File: config.mk
export PLATFORM = sky130hd
export DESIGN_NAME = gaussian_line_filter_clamped
export DESIGN_NICKNAME = d
export VERILOG_FILES = /design/src/hw/rtl/glf_pkg.sv /design/src/hw/rtl/gaussian_line_filter_clamped.sv /design/src/hw/rtl/glf_cell.sv /design/src/hw/rtl/glf_mac.sv
export SDC_FILE = /design/constraint.sdc
export NUM_CORES = 2
export LEC_CHECK = 0
export BUFFER_PORTS_ARGS = -buffer_cell sky130_fd_sc_hd__clkbuf_2
export CAP_MARGIN = 30
export CORE_MARGIN = 2
export CORE_UTILIZATION = 62
export CTS_CLUSTER_DIAMETER = 40
export DETAILED_ROUTE_END_ITERATION = 10
export GPL_ROUTABILITY_DRIVEN = 0
export PLACE_DENSITY_LB_ADDON = 0.15
export SLEW_MARGIN = 10
export SYNTH_ARGS = -nofsm -noshare
export SYNTH_HDL_FRONTEND = slang
export SYNTH_SLANG_ARGS = --single-unit
File: constraint.sdc
create_clock -name clk -period 23.3 [get_ports clk]
set_input_delay 4.66 -clock clk [delete_from_list [all_inputs] [get_ports clk]]
set_output_delay 4.66 -clock clk [all_outputs]
set_load 0.005 [all_outputs]
File: src/hw/rtl/glf_pkg.sv
// Shared types, widths and register codes for the clamped-edge Gaussian line filter.
// Depends on nothing; every other RTL file imports it.
`default_nettype none

package glf_pkg;

    // Sizing
    localparam int MAX_RADIUS    = 3;
    localparam int SAMPLE_BITS   = 16;
    localparam int WIN_LEN       = 2 * MAX_RADIUS + 1;
    localparam int RAD_BITS      = $clog2(MAX_RADIUS + 1);
    localparam int CFG_RAD_BITS  = 2;
    localparam int WEIGHT_BITS   = 17;
    localparam int NUM_WEIGHTS   = 4;
    localparam int FRAC_BITS     = 16;
    localparam int PAIR_BITS     = SAMPLE_BITS + 1;
    localparam int PROD_BITS     = PAIR_BITS + WEIGHT_BITS;
    localparam int ACC_BITS      = PROD_BITS + $clog2(MAX_RADIUS + 2);
    localparam int CFG_IDX_BITS  = 3;
    localparam int CFG_DATA_BITS = WEIGHT_BITS;

    // Register indexes
    localparam logic [CFG_IDX_BITS-1:0] REG_RADIUS       = CFG_IDX_BITS'(0);
    localparam logic [CFG_IDX_BITS-1:0] REG_WEIGHT_CENTER = CFG_IDX_BITS'(1);
    localparam logic [CFG_IDX_BITS-1:0] REG_WEIGHT_ONE   = CFG_IDX_BITS'(2);
    localparam logic [CFG_IDX_BITS-1:0] REG_WEIGHT_TWO   = CFG_IDX_BITS'(3);
    localparam logic [CFG_IDX_BITS-1:0] REG_WEIGHT_THREE = CFG_IDX_BITS'(4);

    // Register reset values
    localparam logic [CFG_RAD_BITS-1:0] RADIUS_RESET       = CFG_RAD_BITS'(2);
    localparam logic [WEIGHT_BITS-1:0]  WEIGHT_CENTER_RESET = WEIGHT_BITS'(26942);
    localparam logic [WEIGHT_BITS-1:0]  WEIGHT_ONE_RESET   = WEIGHT_BITS'(15925);
    localparam logic [WEIGHT_BITS-1:0]  WEIGHT_TWO_RESET   = WEIGHT_BITS'(3532);
    localparam logic [WEIGHT_BITS-1:0]  WEIGHT_THREE_RESET = WEIGHT_BITS'(0);

    // Rounding constant: one half in Q0.16
    localparam logic [ACC_BITS-1:0] ROUND_HALF = ACC_BITS'(1) << (FRAC_BITS - 1);

    typedef logic [SAMPLE_BITS-1:0]                  sample_t;
    typedef logic [WEIGHT_BITS-1:0]                  weight_t;
    typedef logic [RAD_BITS-1:0]                     radius_t;
    typedef logic [WIN_LEN-1:0][SAMPLE_BITS-1:0]     window_t;
    typedef logic [MAX_RADIUS:0][WEIGHT_BITS-1:0]    tap_weights_t;

    typedef struct packed {
        sample_t sample_in;
        logic    line_end_in;
    } in_item_t;

    typedef struct packed {
        sample_t sample_out;
        logic    line_end_out;
    } out_item_t;

    // Window status handed to the multiply-accumulate pipeline
    typedef struct packed {
        logic emit;
        logic last;
    } win_ctrl_t;

endpackage

`default_nettype wire

File: src/hw/rtl/gaussian_line_filter_clamped.sv
// Top level of the clamped-edge Gaussian line filter: config registers, window
// control and the cell row. Depends on glf_pkg, glf_cell and glf_mac.
`default_nettype none

// One axis pass of a separable Gaussian blur. Samples arrive one item per cycle
// while in_ready is high, in line order, with line_end_in on the last sample of
// each line. The window is a row of 2*MAX_RADIUS+1 cells; the first sample of a
// line fills every cell (left edge replicated) and later samples shift in at the
// top. Results lag the input by radius samples, and a line of L samples gives L
// results, the last one marked with line_end_out. Throughput is one item per
// cycle while the result path does not stall, except that after a line-end item
// the input is held while the cell row shifts the last sample in again to flush
// the right edge. The window loads at the edge that accepts an item or flush
// step; its result then passes the product register and the output register
// before it is offered. No clearing pass is needed after reset. Weights are
// unsigned Q1.16; each sum is rounded half up and saturated to 16 bits.
// Configuration writes must only happen while the block is idle.
module gaussian_line_filter_clamped
    import glf_pkg::*;
(
    input  wire logic                     clk,
    input  wire logic                     rst_n,
    input  wire logic                     in_valid,
    output logic                          in_ready,
    input  wire in_item_t                 in_item,
    output logic                          out_valid,
    input  wire logic                     out_ready,
    output out_item_t                     out_item,
    input  wire logic                     cfg_we,
    input  wire logic [CFG_IDX_BITS-1:0]  cfg_index,
    input  wire logic [CFG_DATA_BITS-1:0] cfg_data
);

    logic [CFG_RAD_BITS-1:0] radius_cfg_reg;
    weight_t                 wcfg_reg [NUM_WEIGHTS];
    radius_t                 radius_eff;
    tap_weights_t            tap_w;

    window_t                 window;
    sample_t                 shift_value;
    logic                    win_step;
    logic                    win_fill;
    logic                    in_fire;
    logic                    flush_step;
    logic                    adv_w;
    logic                    mac_ready;
    win_ctrl_t               win_ctrl;

    logic                    emit_reg, emit_next;
    logic                    last_reg, last_next;
    logic                    flush_reg, flush_next;
    radius_t                 fill_reg, fill_next;
    radius_t                 j_reg, j_next;
    radius_t                 n_reg, n_next;

    // Configuration registers
    always_ff @(posedge clk or negedge rst_n)
    begin
        if (!rst_n)
        begin
            radius_cfg_reg <= RADIUS_RESET;
            wcfg_reg[0]    <= WEIGHT_CENTER_RESET;
            wcfg_reg[1]    <= WEIGHT_ONE_RESET;
            wcfg_reg[2]    <= WEIGHT_TWO_RESET;
            wcfg_reg[3]    <= WEIGHT_THREE_RESET;
        end
        else if (cfg_we)
        begin
            case (cfg_index)
                REG_RADIUS:        radius_cfg_reg <= cfg_data[CFG_RAD_BITS-1:0];
                REG_WEIGHT_CENTER: wcfg_reg[0]    <= cfg_data;
                REG_WEIGHT_ONE:    wcfg_reg[1]    <= cfg_data;
                REG_WEIGHT_TWO:    wcfg_reg[2]    <= cfg_data;
                REG_WEIGHT_THREE:  wcfg_reg[3]    <= cfg_data;
                default:           ;
            endcase
        end
    end

    // Clip radius to the window size
    always_comb
    begin
        if (int'(radius_cfg_reg) > MAX_RADIUS)
        begin
            radius_eff = RAD_BITS'(MAX_RADIUS);
        end
        else
        begin
            radius_eff = RAD_BITS'(radius_cfg_reg);
        end
    end

    // Taps beyond the configured distances weigh zero
    for (genvar d = 0; d <= MAX_RADIUS; d++)
    begin : g_tap_w
        if (d < NUM_WEIGHTS)
        begin : g_cfg
            assign tap_w[d] = wcfg_reg[d];
        end
        else
        begin : g_zero
            assign tap_w[d] = '0;
        end
    end

    // Handshake and window stepping
    assign adv_w       = !emit_reg || mac_ready;
    assign in_ready    = adv_w && !flush_reg;
    assign in_fire     = in_valid && in_ready;
    assign flush_step  = flush_reg && adv_w;
    assign win_step    = in_fire || flush_step;
    assign win_fill    = in_fire && (fill_reg == '0);
    assign shift_value = flush_reg ? window[WIN_LEN-1] : in_item.sample_in;

    // Row of cells, each taking its upper neighbour's sample
    for (genvar k = 0; k < WIN_LEN; k++)
    begin : g_cell
        sample_t neighbour;
        if (k == WIN_LEN - 1)
        begin : g_top
            assign neighbour = shift_value;
        end
        else
        begin : g_inner
            assign neighbour = window[k+1];
        end

        glf_cell u_cell (
            .clk         (clk),
            .step        (win_step),
            .fill        (win_fill),
            .fill_value  (in_item.sample_in),
            .shift_value (neighbour),
            .value       (window[k])
        );
    end

    // Line position, flush sequencing and emit marking
    always_comb
    begin
        emit_next  = emit_reg;
        last_next  = last_reg;
        flush_next = flush_reg;
        fill_next  = fill_reg;
        j_next     = j_reg;
        n_next     = n_reg;
        if (in_fire)
        begin
            emit_next = fill_reg >= radius_eff;
            last_next = in_item.line_end_in && (radius_eff == '0);
            if (in_item.line_end_in)
            begin
                fill_next = '0;
                if (radius_eff != '0)
                begin
                    flush_next = 1'b1;
                    j_next     = RAD_BITS'(1);
                    n_next     = fill_reg;
                end
            end
            else if (fill_reg != RAD_BITS'(MAX_RADIUS))
            begin
                fill_next = fill_reg + RAD_BITS'(1);
            end
        end
        else if (flush_step)
        begin
            emit_next = ({1'b0, j_reg} + {1'b0, n_reg}) >= {1'b0, radius_eff};
            last_next = j_reg == radius_eff;
            if (j_reg == radius_eff)
            begin
                flush_next = 1'b0;
            end
            else
            begin
                j_next = j_reg + RAD_BITS'(1);
            end
        end
        else if (adv_w)
        begin
            emit_next = 1'b0;
        end
    end

    always_ff @(posedge clk or negedge rst_n)
    begin
        if (!rst_n)
        begin
            emit_reg  <= 1'b0;
            last_reg  <= 1'b0;
            flush_reg <= 1'b0;
            fill_reg  <= '0;
            j_reg     <= '0;
            n_reg     <= '0;
        end
        else
        begin
            emit_reg  <= emit_next;
            last_reg  <= last_next;
            flush_reg <= flush_next;
            fill_reg  <= fill_next;
            j_reg     <= j_next;
            n_reg     <= n_next;
        end
    end

    assign win_ctrl.emit = emit_reg;
    assign win_ctrl.last = last_reg;

    glf_mac u_mac (
        .clk       (clk),
        .rst_n     (rst_n),
        .ctrl      (win_ctrl),
        .ready     (mac_ready),
        .window    (window),
        .radius    (radius_eff),
        .tap_w     (tap_w),
        .out_valid (out_valid),
        .out_ready (out_ready),
        .out_item  (out_item)
    );

`ifndef NO_ASSERTIONS
    // Flush position stays within the radius
    a_flush_range: assert property (@(posedge clk) disable iff (!rst_n)
        flush_reg |-> (j_reg != '0) && (j_reg <= radius_eff))
        else $error("flush position out of range");

    // Line position saturates at the window half width
    a_fill_range: assert property (@(posedge clk) disable iff (!rst_n)
        fill_reg <= RAD_BITS'(MAX_RADIUS))
        else $error("line position beyond window half width");

    // A line end with nonzero radius starts a flush
    a_flush_start: assert property (@(posedge clk) disable iff (!rst_n)
        (in_fire && in_item.line_end_in && (radius_eff != '0)) |=> flush_reg)
        else $error("line end did not start a flush");

    // A line end with nonzero radius marks its result only at the last flush step
    a_last_mark: assert property (@(posedge clk) disable iff (!rst_n)
        (emit_reg && last_reg && (radius_eff != '0)) |-> !flush_reg)
        else $error("line end marked before flush finished");
`endif

endmodule

`default_nettype wire

File: src/hw/rtl/glf_cell.sv
// One delay-line cell of the line filter window: holds a single sample.
// Depends on glf_pkg for the sample type.
`default_nettype none

module glf_cell
    import glf_pkg::*;
(
    input  wire logic    clk,
    input  wire logic    step,
    input  wire logic    fill,
    input  wire sample_t fill_value,
    input  wire sample_t shift_value,
    output sample_t      value
);

    sample_t value_reg;

    // Load the line's first sample or take the neighbour's sample
    always_ff @(posedge clk)
    begin
        if (step)
        begin
            value_reg <= fill ? fill_value : shift_value;
        end
    end

    assign value = value_reg;

endmodule

`default_nettype wire

File: src/hw/rtl/glf_mac.sv
// Tap selection, pair multiply, sum, rounding and saturation for the line filter,
// with an output register towards the result channel. Depends on glf_pkg.
`default_nettype none

module glf_mac
    import glf_pkg::*;
(
    input  wire logic         clk,
    input  wire logic         rst_n,
    input  wire win_ctrl_t    ctrl,
    output logic              ready,
    input  wire window_t      window,
    input  wire radius_t      radius,
    input  wire tap_weights_t tap_w,
    output logic              out_valid,
    input  wire logic         out_ready,
    output out_item_t         out_item
);

    logic [MAX_RADIUS:0][PAIR_BITS-1:0] pair;
    logic [MAX_RADIUS:0][PROD_BITS-1:0] prod_next;
    logic [MAX_RADIUS:0][PROD_BITS-1:0] prod_reg;
    logic                               b_valid_reg;
    logic                               b_last_reg;
    logic                               b_ready;
    logic [ACC_BITS-1:0]                acc;
    logic                               sat;
    out_item_t                          o_item_next;
    out_item_t                          o_item_reg;
    logic                               o_valid_reg;

    assign b_ready = !o_valid_reg || out_ready;
    assign ready   = !b_valid_reg || b_ready;

    // Pick centre and mirrored pairs around the centre for the active radius
    always_comb
    begin
        pair = '0;
        for (int rr = 0; rr <= MAX_RADIUS; rr++)
        begin
            if (radius == RAD_BITS'(rr))
            begin
                pair[0] = {1'b0, window[WIN_LEN-1-rr]};
                for (int d = 1; d <= rr; d++)
                begin
                    pair[d] = {1'b0, window[WIN_LEN-1-rr-d]}
                            + {1'b0, window[WIN_LEN-1-rr+d]};
                end
            end
        end
    end

    // One multiplier per tap distance
    always_comb
    begin
        for (int d = 0; d <= MAX_RADIUS; d++)
        begin
            prod_next[d] = pair[d] * tap_w[d];
        end
    end

    // Product stage
    always_ff @(posedge clk or negedge rst_n)
    begin
        if (!rst_n)
        begin
            b_valid_reg <= 1'b0;
        end
        else if (ready)
        begin
            b_valid_reg <= ctrl.emit;
        end
    end

    always_ff @(posedge clk)
    begin
        if (ready && ctrl.emit)
        begin
            prod_reg   <= prod_next;
            b_last_reg <= ctrl.last;
        end
    end

    // Sum products, round half up, saturate to the sample range
    always_comb
    begin
        acc = ROUND_HALF;
        for (int d = 0; d <= MAX_RADIUS; d++)
        begin
            acc = acc + ACC_BITS'(prod_reg[d]);
        end
        sat = |acc[ACC_BITS-1:FRAC_BITS+SAMPLE_BITS];
        o_item_next.sample_out   = sat ? {SAMPLE_BITS{1'b1}}
                                       : acc[FRAC_BITS+SAMPLE_BITS-1:FRAC_BITS];
        o_item_next.line_end_out = b_last_reg;
    end

    // Output register
    always_ff @(posedge clk or negedge rst_n)
    begin
        if (!rst_n)
        begin
            o_valid_reg <= 1'b0;
        end
        else if (b_ready)
        begin
            o_valid_reg <= b_valid_reg;
        end
    end

    always_ff @(posedge clk)
    begin
        if (b_ready && b_valid_reg)
        begin
            o_item_reg <= o_item_next;
        end
    end

    assign out_valid = o_valid_reg;
    assign out_item  = o_item_reg;

endmodule

`default_nettype wire

==> impl_metrics.csv <==
group,metric,value,unit
status,status,"completed",
clock_network,clockBufferDepth,3,
setup_path,path_cells,"clkbuf_2, nor2b_1, and3_1, nor2_1, clkbuf_2",
setup_path,cp.required,18.64,ns
timing,fin_crit_sh,44.1,%
synth,syn-cell-area,0.0594,mm^2
clock_network,cts_sinks,347,
setup_path,critPathSlowestCell,"and3_1",
setup_path,arrival,5.63,ns
global_routing,gr-usage-all-layers,33.9,%
timing,maxSlewHeadroom,30.4,%
clock_network,root_buffer,"clkbuf_16",
detailed_routing,dr.first_iter.drc_count,3494,
global_routing,gr-total-overflow,0,
synth,synth_edf_count,266,
clock_network,cts.clk_slew.worst_paths,0.06,ns
finish,regArea,0.0101,mm^2
synth,syn-num-nets,7812,
synth,synth_ff_type,"edfxtp_1",
detailed_routing,viasPerCell,5.93,
global_routing,grt_max_degree,97,
synth,ys_warn_count,0,
timing,setup_viol,0,
timing,rsz0062_at_grt,"no",
floorplan,fp.dieArea,0.0983,mm^2
timing,min_period,10.29,ns
clock_network,clk-insertion-delay-late,0.69,ns
setup_path,startpoint_type,"input pin",
timing,tightest_slew,1.04,ns
clock_network,cts_hold_buf,0,
finish,largest_register_ff_count,136,
clock_network,cts_resized,0,
timing,hold_viol,0,
synth,synth_common_cells,"1,204 x inv_1, 956 x fa_1, 723 x nand2_1, 573 x ha_1, 350 x and2_1",
timing,slew_viol_final,0,
finish,nets,7727,
setup_path,crit_buf_inv,2,
timing,clock.fmax,0.0972,GHz
synth,syn_inst,6241,
detailed_routing,num_vias,44300,
synth,synth_area_leaders,"fa_1 32%, edfxtp_1 13%, ha_1 12%",
setup_path,slowest_delay,0.36,ns
clock_network,cts_buffers,61,
floorplan,ios,61,
finish,area_growth,6.12,%
global_routing,antenna_found_initial,7,
flow_run,maxCapViolations,0,
clock_network,cts_tree,"done",
finish,drive_above_1_share,6.68,%
place,portBuffers,60,
setup_path,cp_top_family,"simple AND/OR/NAND/NOR gates",
detailed_routing,first_pass_iters,8,
floorplan,die_y,313,um
setup_path,path_common_cell,"clkbuf_2",
timing,setup-tns-final,0,ns
synth,ys_ff_latch,347,
synth,synth.most_common_cell,"inv_1",
global_routing,grt_pass1_vias,45900,
detailed_routing,drc_errors,0,
detailed_routing,totalWireLength,162000,um
synth,yosysTopAreaCellShare,32.2,%
setup_path,endpoint_kind,"primary output",
place,dp_hpwl,130000,um
detailed_routing,wl_per_cell,21.6,um
detailed_routing,drtAntennaViolNets,0,
synth,avgSynthCellArea,9.52,um^2
synth,synthArstFlopShare,23.3,%
clock_network,cts-htree-levels,2,
finish,fill_cells,7657,
synth,yosysSeqAreaShare,16.9,%
timing,finClkSkew,0.0490,ns
floorplan,initial_core_util,62.5,%
setup_path,crit_type,"in2out",
clock_network,post_cts_buffers,0,
worst_hold_path,min_path_type,"reg2reg",
floorplan,coreArea,0.0950,mm^2
global_routing,grt_pass1_wl,257000,um
floorplan,num_rows,113,
finish,multi_input_area,0.0438,mm^2
synth,ys_types,90,
setup_path,cp_max_fo,6,
floorplan,die_width,313,um
synth,synth_area_leader_cell,"fa_1",
[cells in the final DEF (no fill, tap or decap), types with 50 or more instances in the layout]
cell type and instances:
o211ai_1 50, buf_4 68, and3_1 128, xor2_1 59, and2_1 349, nor3_1 55, nor2b_1 59, o21ai_0 107
dfrtp_1 54, clkbuf_2 59, a21oi_1 153, ha_1 573, a21o_1 183, fa_1 956, clkbuf_16 61, edfxtp_1 266
mux2_2 76, xnor2_1 130, inv_1 1204, nand2_1 722, nand3_1 89, nor2_1 183
[worst register-to-register path: cells and delay by family, from the launching register on]
| kind | cells | cell delay, ns |
|---|---|---|
| flops | 1 | 0.41 |
| compound gates | 12 | 3.03 |
| xor+xnor | 2 | 0.19 |
| simple gates | 3 | 0.60 |
| fa+ha+maj | 9 | 4.07 |
| mux | 1 | 0.23 |
| buf+inv | 8 | 0.63 |
[per-layer routing]
layer	global-route usage [%]	vias up	wire length [um]
li1	-	19800	-
met1	46.0	22300	66400
met5	0	-	27
met3	6.94	340	14900
met2	53.2	1857	72400
met4	14.3	4	7710
[path summary, 6_finish.rpt]
path                                                 from                  to  slack [ns]  cells past startpoint
max in group asynchronous                           rst_n   radius_cfg_reg[0]       18.11                      2
worst max register to register  g_cell[5].u_cell.value[0]  u_mac.prod_reg[65]       13.85                     35
min in group asynchronous                           rst_n           tap_w[16]        3.89                      1
worst max-delay path                            out_ready            in_ready       13.01                      5
worst min-delay path                     u_mac.b_last_reg   u_mac.out_item[0]        0.43                      0
worst min register to register           u_mac.b_last_reg   u_mac.out_item[0]        0.43                      0
[layout make-up]
| cell class | instances | share of cell area [%] |
|---|---|---|
| inverter | 1204 | 7.17 |
| multi-input combinational | 4410 | 69.6 |
| clock inverter | 46 | 0.836 |
| sequential | 347 | 16.0 |
| tap | 1265 | 2.51 |
| antenna | 2 | 0.00794 |
| clock buffer | 69 | 2.52 |
| timing repair buffer | 132 | 1.43 |
[kinds of logic (layout without fill, tap and decap cells)]
family	count (synthesis)	count (layout)	synth area share, %
other	0	2	0
AOI/OAI and AO/OA	803	803	9.27
adders and majority gates	1529	1529	44.3
xor gates and xnor gates	189	189	2.79
muxes	139	139	2.85
DFF	347	347	16.9
and+or+nand+nor	1750	1750	14.4
buffers and inverters	1484	1451	9.47
[per-stage QoR]
step / instances / utilization (%) / hold slack, ns / setup slack (ns) / area, um^2
floorplan: 6241 / - / 0.400 / 13.35 / 59400
global placement: 7351 / 64.0 / 0.420 / 13.04 / 60800
detailed placement: 7354 / 64.0 / 0.412 / 13.02 / 60800
CTS: 7469 / 66.3 / 0.427 / 13.02 / 62900
global route: 7473 / 66.3 / 0.437 / 12.93 / 63000
finish: 7475 / 66.3 / 0.432 / 13.01 / 63000
Power is not shown: default switching activity piles up to over one toggle a cycle in this logic, so the estimate is an artifact.
